--- src/rtl/ook_pulse_frame_recognizer_defines.svh ---
// Assertion macros shared by the OOK pulse frame recognizer RTL.
// No dependencies; included by the modules that carry assertions.
`ifndef OOK_PULSE_FRAME_RECOGNIZER_DEFINES_SVH
`define OOK_PULSE_FRAME_RECOGNIZER_DEFINES_SVH

// same-cycle implication, disabled during reset
`define OOKPF_ASSERT_IMPL(lbl, clk_s, rstn_s, ante, cons) \
  lbl: assert property (@(posedge clk_s) disable iff (!(rstn_s)) (ante) |-> (cons)) \
    else $error("ookpf assertion failed");

// next-cycle implication, disabled during reset
`define OOKPF_ASSERT_NEXT(lbl, clk_s, rstn_s, ante, cons) \
  lbl: assert property (@(posedge clk_s) disable iff (!(rstn_s)) (ante) |=> (cons)) \
    else $error("ookpf assertion failed");

`endif

--- src/rtl/ookpf_pkg.sv ---
// Package for the OOK pulse frame recognizer: payload and config types,
// register indexes, reset values and the pulse window / quality functions.
// No dependencies.
`timescale 1ns / 1ps
`default_nettype none

package ookpf_pkg;

  localparam int CFG_ADDR_W = 5;
  localparam int CFG_DATA_W = 32;
  localparam int WIN_W      = 15;
  localparam int LEN_W      = 16;
  localparam int CNT_W      = 8;

  typedef enum logic [2:0] {
    REG_MLMIN  = 3'd0,
    REG_MLMAX  = 3'd1,
    REG_MHMIN  = 3'd2,
    REG_MHMAX  = 3'd3,
    REG_SLMIN  = 3'd4,
    REG_SLMAX  = 3'd5,
    REG_RHMIN  = 3'd6,
    REG_MINLEN = 3'd7
  } reg_idx_t;

  localparam logic [WIN_W-1:0] RST_MLMIN  = 15'd1250;
  localparam logic [WIN_W-1:0] RST_MLMAX  = 15'd2100;
  localparam logic [WIN_W-1:0] RST_MHMIN  = 15'd280;
  localparam logic [WIN_W-1:0] RST_MHMAX  = 15'd950;
  localparam logic [WIN_W-1:0] RST_SLMIN  = 15'd5000;
  localparam logic [WIN_W-1:0] RST_SLMAX  = 15'd6300;
  localparam logic [WIN_W-1:0] RST_RHMIN  = 15'd450;
  localparam logic [LEN_W-1:0] RST_MINLEN = 16'd18;

  localparam logic [6:0] QUAL_BASE   = 7'd82;
  localparam logic [6:0] QUAL_LEADER = 7'd6;
  localparam logic [6:0] QUAL_MAX    = 7'd100;
  localparam logic [2:0] MARKER_CAP  = 3'd6;

  typedef struct packed {
    logic signed [15:0] pulse_width;
    logic               last_pulse;
  } in_t;

  typedef struct packed {
    logic             matched;
    logic [6:0]       quality;
    logic [CNT_W-1:0] repeats;
    logic [LEN_W-1:0] capture_length;
  } out_t;

  typedef struct packed {
    logic [WIN_W-1:0] marker_low_min;
    logic [WIN_W-1:0] marker_low_max;
    logic [WIN_W-1:0] marker_high_min;
    logic [WIN_W-1:0] marker_high_max;
    logic [WIN_W-1:0] sync_low_min;
    logic [WIN_W-1:0] sync_low_max;
    logic [WIN_W-1:0] recovery_high_min;
    logic [LEN_W-1:0] min_capture_length;
  } cfg_t;

  // high level: strictly positive width
  function automatic logic is_high(input logic signed [15:0] p);
    return !p[15] && (p != 16'sd0);
  endfunction

  // magnitude of a pulse of the requested level inside [lo, hi]
  function automatic logic in_window(input logic signed [15:0] p, input logic high,
                                     input logic [WIN_W-1:0] lo,
                                     input logic [WIN_W-1:0] hi);
    logic [16:0] ext;
    logic [16:0] mag;
    logic        lvl_ok;
    ext    = {p[15], p};
    mag    = high ? ext : (17'd0 - ext);
    lvl_ok = high ? is_high(p) : p[15];
    return lvl_ok && (mag >= {2'b00, lo}) && (mag <= {2'b00, hi});
  endfunction

  function automatic logic [6:0] quality_of(input logic [CNT_W-1:0] markers,
                                            input logic leader);
    logic [2:0] m;
    logic [6:0] q;
    m = (markers > {5'd0, MARKER_CAP}) ? MARKER_CAP : markers[2:0];
    q = QUAL_BASE + {3'b000, m, 1'b0} + (leader ? QUAL_LEADER : 7'd0);
    return (q > QUAL_MAX) ? QUAL_MAX : q;
  endfunction

endpackage

`default_nettype wire

--- src/rtl/ookpf_cfg.sv ---
// Configuration register bank of the OOK pulse frame recognizer (APB style).
// Depends on ookpf_pkg.
`timescale 1ns / 1ps
`default_nettype none

module ookpf_cfg
  import ookpf_pkg::*;
(
  input  wire logic                  clk,
  input  wire logic                  rst_n,
  input  wire logic                  psel,
  input  wire logic                  penable,
  input  wire logic                  pwrite,
  input  wire logic [CFG_ADDR_W-1:0] paddr,
  input  wire logic [CFG_DATA_W-1:0] pwdata,
  output logic      [CFG_DATA_W-1:0] prdata,
  output logic                       pready,
  output cfg_t                       cfg
);

  cfg_t     cfg_r;
  cfg_t     cfg_nxt;
  reg_idx_t idx;
  logic     wr_en;

  assign pready = 1'b1;
  assign idx    = reg_idx_t'(paddr[4:2]);
  assign wr_en  = psel && penable && pwrite && pready;
  assign cfg    = cfg_r;

  always_comb begin
    cfg_nxt = cfg_r;
    if (wr_en) begin
      case (idx)
        REG_MLMIN:  cfg_nxt.marker_low_min     = pwdata[WIN_W-1:0];
        REG_MLMAX:  cfg_nxt.marker_low_max     = pwdata[WIN_W-1:0];
        REG_MHMIN:  cfg_nxt.marker_high_min    = pwdata[WIN_W-1:0];
        REG_MHMAX:  cfg_nxt.marker_high_max    = pwdata[WIN_W-1:0];
        REG_SLMIN:  cfg_nxt.sync_low_min       = pwdata[WIN_W-1:0];
        REG_SLMAX:  cfg_nxt.sync_low_max       = pwdata[WIN_W-1:0];
        REG_RHMIN:  cfg_nxt.recovery_high_min  = pwdata[WIN_W-1:0];
        REG_MINLEN: cfg_nxt.min_capture_length = pwdata[LEN_W-1:0];
        default:    cfg_nxt = cfg_r;
      endcase
    end
  end

  always_comb begin
    case (idx)
      REG_MLMIN:  prdata = {17'd0, cfg_r.marker_low_min};
      REG_MLMAX:  prdata = {17'd0, cfg_r.marker_low_max};
      REG_MHMIN:  prdata = {17'd0, cfg_r.marker_high_min};
      REG_MHMAX:  prdata = {17'd0, cfg_r.marker_high_max};
      REG_SLMIN:  prdata = {17'd0, cfg_r.sync_low_min};
      REG_SLMAX:  prdata = {17'd0, cfg_r.sync_low_max};
      REG_RHMIN:  prdata = {17'd0, cfg_r.recovery_high_min};
      REG_MINLEN: prdata = {16'd0, cfg_r.min_capture_length};
      default:    prdata = '0;
    endcase
  end

  always_ff @(posedge clk) begin
    if (!rst_n) begin
      cfg_r.marker_low_min     <= RST_MLMIN;
      cfg_r.marker_low_max     <= RST_MLMAX;
      cfg_r.marker_high_min    <= RST_MHMIN;
      cfg_r.marker_high_max    <= RST_MHMAX;
      cfg_r.sync_low_min       <= RST_SLMIN;
      cfg_r.sync_low_max       <= RST_SLMAX;
      cfg_r.recovery_high_min  <= RST_RHMIN;
      cfg_r.min_capture_length <= RST_MINLEN;
    end else begin
      cfg_r <= cfg_nxt;
    end
  end

endmodule

`default_nettype wire

--- src/rtl/ookpf_core.sv ---
// Recognizer datapath: input register, pulse history and capture counters,
// match evaluation and result register. Depends on ookpf_pkg and the defines header.
`timescale 1ns / 1ps
`default_nettype none

`include "ook_pulse_frame_recognizer_defines.svh"

module ookpf_core
  import ookpf_pkg::*;
(
  input  wire logic clk,
  input  wire logic rst_n,
  input  wire cfg_t cfg,
  input  wire logic in_valid,
  output logic      in_stall,
  input  wire in_t  in_data,
  output logic      out_valid,
  input  wire logic out_stall,
  output out_t      out_data
);

  // input stage
  logic s1_valid_r, s1_valid_nxt;
  in_t  s1_item_r;
  logic accept;
  logic advance;

  // capture state
  logic signed [15:0] hist_r [3];
  logic [LEN_W-1:0]   pcnt_r, pcnt_upd;
  logic [CNT_W-1:0]   mcnt_r, mcnt_upd;
  logic [CNT_W-1:0]   scnt_r, scnt_upd;
  logic               alt_r, alt_upd;
  logic               lead_r, lead_upd;

  // result stage
  logic out_valid_r, out_valid_nxt;
  out_t out_data_r;
  out_t result;

  logic signed [15:0] cur;
  logic               match;
  logic               mark_pair, sync_low, leader_hit;

  assign advance  = s1_valid_r && (!s1_item_r.last_pulse || !out_valid_r || !out_stall);
  assign in_stall = s1_valid_r && !advance;
  assign accept   = in_valid && !in_stall;
  assign cur      = s1_item_r.pulse_width;

  always_comb begin
    mark_pair  = in_window(hist_r[0], 1'b0, cfg.marker_low_min, cfg.marker_low_max) &&
                 in_window(cur, 1'b1, cfg.marker_high_min, cfg.marker_high_max);
    sync_low   = in_window(cur, 1'b0, cfg.sync_low_min, cfg.sync_low_max);
    leader_hit = in_window(hist_r[2], 1'b0, cfg.marker_low_min, cfg.marker_low_max) &&
                 in_window(hist_r[1], 1'b1, cfg.marker_high_min, cfg.marker_high_max) &&
                 in_window(hist_r[0], 1'b0, cfg.sync_low_min, cfg.sync_low_max) &&
                 in_window(cur, 1'b1, cfg.recovery_high_min, cfg.marker_high_max);

    alt_upd  = alt_r && !((pcnt_r != '0) && (is_high(hist_r[0]) == is_high(cur)));
    mcnt_upd = (mark_pair && (mcnt_r != '1)) ? mcnt_r + 1'b1 : mcnt_r;
    scnt_upd = (sync_low && (scnt_r != '1)) ? scnt_r + 1'b1 : scnt_r;
    lead_upd = lead_r || leader_hit;
    pcnt_upd = (pcnt_r != '1) ? pcnt_r + 1'b1 : pcnt_r;

    match = (pcnt_upd >= cfg.min_capture_length) && alt_upd &&
            (lead_upd || (mcnt_upd >= 8'd3) || ((mcnt_upd >= 8'd2) && (scnt_upd != '0)));

    result = '0;
    if (match) begin
      result.matched        = 1'b1;
      result.quality        = quality_of(mcnt_upd, lead_upd);
      result.repeats        = (mcnt_upd != '0) ? mcnt_upd : 8'd1;
      result.capture_length = pcnt_upd;
    end
  end

  always_comb begin
    s1_valid_nxt = s1_valid_r;
    if (accept) begin
      s1_valid_nxt = 1'b1;
    end else if (advance) begin
      s1_valid_nxt = 1'b0;
    end
    out_valid_nxt = out_valid_r;
    if (advance && s1_item_r.last_pulse) begin
      out_valid_nxt = 1'b1;
    end else if (!out_stall) begin
      out_valid_nxt = 1'b0;
    end
  end

  always_ff @(posedge clk) begin
    if (!rst_n) begin
      s1_valid_r  <= 1'b0;
      out_valid_r <= 1'b0;
      hist_r[0]   <= '0;
      hist_r[1]   <= '0;
      hist_r[2]   <= '0;
      pcnt_r      <= '0;
      mcnt_r      <= '0;
      scnt_r      <= '0;
      alt_r       <= 1'b1;
      lead_r      <= 1'b0;
    end else begin
      s1_valid_r  <= s1_valid_nxt;
      out_valid_r <= out_valid_nxt;
      if (advance) begin
        if (s1_item_r.last_pulse) begin
          hist_r[0] <= '0;
          hist_r[1] <= '0;
          hist_r[2] <= '0;
          pcnt_r    <= '0;
          mcnt_r    <= '0;
          scnt_r    <= '0;
          alt_r     <= 1'b1;
          lead_r    <= 1'b0;
        end else begin
          hist_r[0] <= cur;
          hist_r[1] <= hist_r[0];
          hist_r[2] <= hist_r[1];
          pcnt_r    <= pcnt_upd;
          mcnt_r    <= mcnt_upd;
          scnt_r    <= scnt_upd;
          alt_r     <= alt_upd;
          lead_r    <= lead_upd;
        end
      end
    end
  end

  always_ff @(posedge clk) begin
    if (accept) begin
      s1_item_r <= in_data;
    end
    if (advance && s1_item_r.last_pulse) begin
      out_data_r <= result;
    end
  end

  assign out_valid = out_valid_r;
  assign out_data  = out_data_r;

  `OOKPF_ASSERT_IMPL(a_stall_needs_item, clk, rst_n, in_stall, s1_valid_r && out_valid_r)
  `OOKPF_ASSERT_NEXT(a_clear_after_last, clk, rst_n, advance && s1_item_r.last_pulse,
                     (pcnt_r == '0) && alt_r && !lead_r && out_valid_r)
  `OOKPF_ASSERT_IMPL(a_nomatch_zero, clk, rst_n, out_valid_r && !out_data_r.matched,
                     (out_data_r.quality == '0) && (out_data_r.repeats == '0) &&
                     (out_data_r.capture_length == '0))
  `OOKPF_ASSERT_IMPL(a_match_range, clk, rst_n, out_valid_r && out_data_r.matched,
                     (out_data_r.quality >= QUAL_BASE) && (out_data_r.quality <= QUAL_MAX) &&
                     (out_data_r.repeats != '0) && (out_data_r.capture_length != '0))

endmodule

`default_nettype wire

--- src/rtl/ook_pulse_frame_recognizer.sv ---
// OOK pulse frame recognizer top level: one pulse per cycle, back to back.
// A final pulse is held in the input register, then its result is registered on out_data.
// Throughput: one pulse per cycle; set by the single-pass window compare and counter update.
// Input stalls only while a final pulse waits for a stalled result register.
// Reset (rst_n, synchronous): registers return to defaults, capture state cleared.
// Depends on ookpf_pkg, ookpf_cfg and ookpf_core.
`timescale 1ns / 1ps
`default_nettype none

module ook_pulse_frame_recognizer
  import ookpf_pkg::*;
(
  input  wire logic                  clk,
  input  wire logic                  rst_n,
  input  wire logic                  in_valid,
  output logic                       in_stall,
  input  wire in_t                   in_data,
  output logic                       out_valid,
  input  wire logic                  out_stall,
  output out_t                       out_data,
  input  wire logic                  psel,
  input  wire logic                  penable,
  input  wire logic                  pwrite,
  input  wire logic [CFG_ADDR_W-1:0] paddr,
  input  wire logic [CFG_DATA_W-1:0] pwdata,
  output logic      [CFG_DATA_W-1:0] prdata,
  output logic                       pready
);

  cfg_t cfg;

  ookpf_cfg u_cfg (
    .clk     (clk),
    .rst_n   (rst_n),
    .psel    (psel),
    .penable (penable),
    .pwrite  (pwrite),
    .paddr   (paddr),
    .pwdata  (pwdata),
    .prdata  (prdata),
    .pready  (pready),
    .cfg     (cfg)
  );

  ookpf_core u_core (
    .clk       (clk),
    .rst_n     (rst_n),
    .cfg       (cfg),
    .in_valid  (in_valid),
    .in_stall  (in_stall),
    .in_data   (in_data),
    .out_valid (out_valid),
    .out_stall (out_stall),
    .out_data  (out_data)
  );

endmodule

`default_nettype wire
--- config.mk ---
export PLATFORM = sky130hd
export DESIGN_NAME = ook_pulse_frame_recognizer
export DESIGN_NICKNAME = d
export VERILOG_FILES = /design/src/rtl/ookpf_pkg.sv /design/src/rtl/ookpf_cfg.sv /design/src/rtl/ookpf_core.sv /design/src/rtl/ook_pulse_frame_recognizer.sv
export VERILOG_INCLUDE_DIRS = /design/src /design/src/rtl
export SDC_FILE = /design/constraint.sdc
export NUM_CORES = 1
export LEC_CHECK = 0
export ABC_AREA = 1
export BUFFER_PORTS_ARGS = -buffer_cell sky130_fd_sc_hd__buf_2
export CAP_MARGIN = 20
export CORE_ASPECT_RATIO = 0.5
export CORE_MARGIN = 5
export CORE_UTILIZATION = 56
export DETAILED_ROUTE_END_ITERATION = 12
export HOLD_SLACK_MARGIN = 0.03
export PLACE_DENSITY_LB_ADDON = 0.25
export SYNTH_ARGS = -nofsm -noshare
export SYNTH_HDL_FRONTEND = slang
export SYNTH_SLANG_ARGS = --single-unit
--- constraint.sdc ---
create_clock -name clk -period 5.3 [get_ports clk]
set_input_delay 0.53 -clock clk [delete_from_list [all_inputs] [get_ports clk]]
set_output_delay 0.53 -clock clk [all_outputs]
set_load 0.05 [all_outputs]
==> impl_metrics.csv <==
group,metric,value,unit
logic_synthesis,syn_area,16910,sq um
timing,setup_viol,3,
drt,drt_iter0_markers,1566,
logic_synthesis,synth_most_common_cell,"inv_1",
drt,via_count,15650,
timing,max_slew_margin,33.94,%
run,maxCapViolCount,0,
drt,wl_per_cell,19.11,um
finish,fin_cells,2744,
global_routing,antenna_found_initial,0,
logic_synthesis,synth-compound-area-share,15.19,%
drt,dr.pass1.iters,6,
logic_synthesis,ys_types,55,
die,num_rows,45,
place,port_buffers,91,
logic_synthesis,muxShareOfSynthArea,0,%
logic_synthesis,synth_largest_type_area_fraction,18.58,%
logic_synthesis,synth_top_family_by_area,"simple AND/OR/NAND/NOR gates",
finish,final_nets,2612,
min_path,hold_class,"input pin to flip-flop",
drt,wirelength,52.43,mm
critical_path,cp-start-kind,"flip-flop",
logic_synthesis,synth_area_leaders,"dfxtp_1 (19%), edfxtp_1 (17%), ha_1 (16%), inv_1 (8.5%), nand2_1 (7.8%)",
timing,hold_ws,0.1715,ns
critical_path,worst_setup_path_end_kind,"flip-flop",
die,dieArea,33990,sq um
timing,fin_crit,5.520,ns
power,combPwrFrac,16.8,%
critical_path,crit_type,"flip-flop to flip-flop",
timing,fin_crit_sh,104.1,%
clocking,clk_latency,0.54,ns
logic_synthesis,ys_seq_area_share,35.63,%
clocking,cts_made_buffers,24,
logic_synthesis,synth-adder-area-share,16.62,%
power,p_per_area,241.2,nW/um^2
place,post-place-cells,2687,
power,pwr-share-seq,45.8,%
critical_path,critPathMaxStageDelay,0.55,ns
die,initial_core_util,56.25,%
power,p_clk_share,37.3,%
status,status,"complete, but fails checks",
logic_synthesis,synth_common_cells,"inv_1 (381), nand2_1 (351), ha_1 (223), a21oi_1 (208), nor2_1 (191)",
timing,tightest_slew,0.9909,ns
clocking,clock-sinks,253,
timing,slew_violations,0,
timing,max_freq,181.2,MHz
timing,finClkSkew,0.02102,ns
finish,drive_gt1_share,11.60,%
clocking,cts_hold_buf,0,
logic_synthesis,syn_inst,2191,
status,violations,"setup timing",
critical_path,arrival,5.79,ns
logic_synthesis,synth-seq-cells,253,
global_routing,grt_overflow,0,
timing,hold_viol,0,
drt,drc,0,
global_routing,grt_pass1_wl,79.00,mm
global_routing,grt_pass1_vias,14160,
power,p_leak,0.008862,uW
drt,viasPerCell,5.703,
critical_path,cp_max_fo,6,
place,place_hpwl,40.20,mm
critical_path,crit_slowest_cell,"fa_2",
power,p_switching,1337,uW
place,routabilityCongestion,0.9929,
logic_synthesis,synth_area_leader_cell,"dfxtp_1",
clocking,cts_tree,"done",
clocking,clkTransAtPathRegs,0.07,ns
power,p_int,3267,uW
timing,layout_setup_ws,-0.2199,ns
critical_path,cp.required,5.57,ns
clocking,cts_max_path_buffers,3,
die,core-area,30070,sq um
die,top_level_ports,128,
power,p_total,4604,uW
logic_synthesis,yosysWarnings,0,
global_routing,grt_max_degree,100,
timing,rsz0062_at_grt,"yes",
logic_synthesis,synth_xor_area_share,2.693,%
power,p_sw_share,29.05,%
finish,n_fill_cell,2647,
finish,synthToLayoutAreaGrowth,12.86,%
global_routing,grt_usage,29.32,%
die,die_y,132.9,um
clocking,root_buffer,"clkbuf_16",
power,ir_drop,0.2318,mV
die,die_w,255.8,um
clocking,cts_max_level,1,
logic_synthesis,async_reset_ff_share,0,%
drt,ant_nets,0,
finish,antenna_cells,0,
logic_synthesis,synth_simple_gate_area_share,19.19,%
logic_synthesis,avgSynthCellArea,7.719,sq um
logic_synthesis,synth-main-ff-cell,"dfxtp_1",
logic_synthesis,synth_edf_count,96,
cell usage in the layout, fill, tap and decap left out, types with 43 or more instances in the layout:
cell | Yosys | final
o21ai_0 | 127 | 123
inv_1 | 381 | 374
buf_2 | 1 | 91
edfxtp_1 | 96 | 96
nor3_1 | 46 | 43
o22ai_1 | 49 | 49
nor2_1 | 191 | 181
nand2_1 | 351 | 342
buf_4 | 18 | 71
xor2_1 | 46 | 46
nand3_1 | 70 | 68
a21oi_1 | 208 | 206
ha_1 | 223 | 219
dfxtp_1 | 157 | 157
flip-flops by register name, summed over array words and instances (netlist names):
name               flops
u_core.pcnt_r         16
u_core.scnt_r          8
u_core.hist_r         48
u_core.cur            16
u_core.out_data       31
u_core.s1_valid_r      1
u_core.lead_r          1
u_core.mcnt_r          8
u_core.out_valid       1
u_cfg.cfg            121
u_core.alt_r           1
u_core.s1_item_r       1
power groups by stage:
stage / Sequential (uW) / Clock (uW) / Combinational [uW]
2_1_floorplan: 2150 / 0 / 494
3_3_place_gp: 2150 / 0 / 721
3_5_place_dp: 2150 / 0 / 738
4_1_cts: 2110 / 1730 / 746
5_1_grt: 2110 / 1810 / 850
6_report: 2110 / 1720 / 775
worst max-delay path: cells and delay by family (launching register included):
family | cells | cell delay, ns
compound gates | 6 | 0.72
fa+ha+maj | 5 | 1.35
buf+inv | 7 | 0.59
flops | 1 | 0.41
simple gates | 18 | 2.18
worst paths after layout:
kind / start / end / slack (ns) / cells past startpoint
worst min register to register: u_core.alt_r / u_core.alt_r / 0.48 / 2
worst max-delay path: u_core.hist_r[0][1] / u_core.out_data[26] / -0.22 / 36
worst min-delay path: in_data[11] / u_core.cur[10] / 0.17 / 1
worst max register to register: u_core.hist_r[0][1] / u_core.out_data[26] / -0.22 / 36
cells by family (layout without fill, tap and decap cells):
| kind of cell | count (synthesis) | count (layout) |
|---|---|---|
| AOI/OAI and AO/OA | 459 | 459 |
| adders and majority gates | 224 | 224 |
| and+or+nand+nor | 744 | 744 |
| other | 2 | 18 |
| buffers and inverters | 457 | 595 |
| xor gates and xnor gates | 52 | 52 |
| DFF | 253 | 253 |
final cells by class:
cell class                 count  area (sq um)  area share, %
multi-input combinational   1497          9328          48.87
sequential                   253          6026          31.57
inverter                     386          1449          7.591
timing repair buffer         165          1031          5.402
clock buffer                  29         640.6          3.356
tap                          399         499.2          2.616
clock inverter                15         113.9         0.5965
per-stage QoR:
stage / setup TNS, ns / area [sq um] / utilization [%] / worst slack [ns]
floorplan: 0 / 16970 / - / 0.004873
detailed placement: -1.164 / 18060 / 60.06 / -0.3962
finish: -0.5683 / 19090 / 63.48 / -0.2199
global placement: -0.5879 / 18060 / 60.06 / -0.2189
global route: -1.742 / 19090 / 63.48 / -0.4892
CTS: 0 / 18870 / 62.75 / 0.0008664
repair_timing:
action / 4_1_cts / 5_1_grt
setup buffers: 3 / 9
pin swaps: 0 / 25
resized for setup: 11 / 41
endpoints found under the setup margin: 4 / 5
layer usage:
| layer | vias to the layer above | routed length, um | GRT usage [%] |
|---|---|---|---|
| li1 | 7592 | - | - |
| met1 | 7226 | 22250 | 41.11 |
| met2 | 713 | 22400 | 45.80 |
| met3 | 117 | 5880 | 6.465 |
| met4 | 0 | 1899 | 8.802 |
| met5 | - | 0 | 0 |
(Power assumes the default switching activity.)
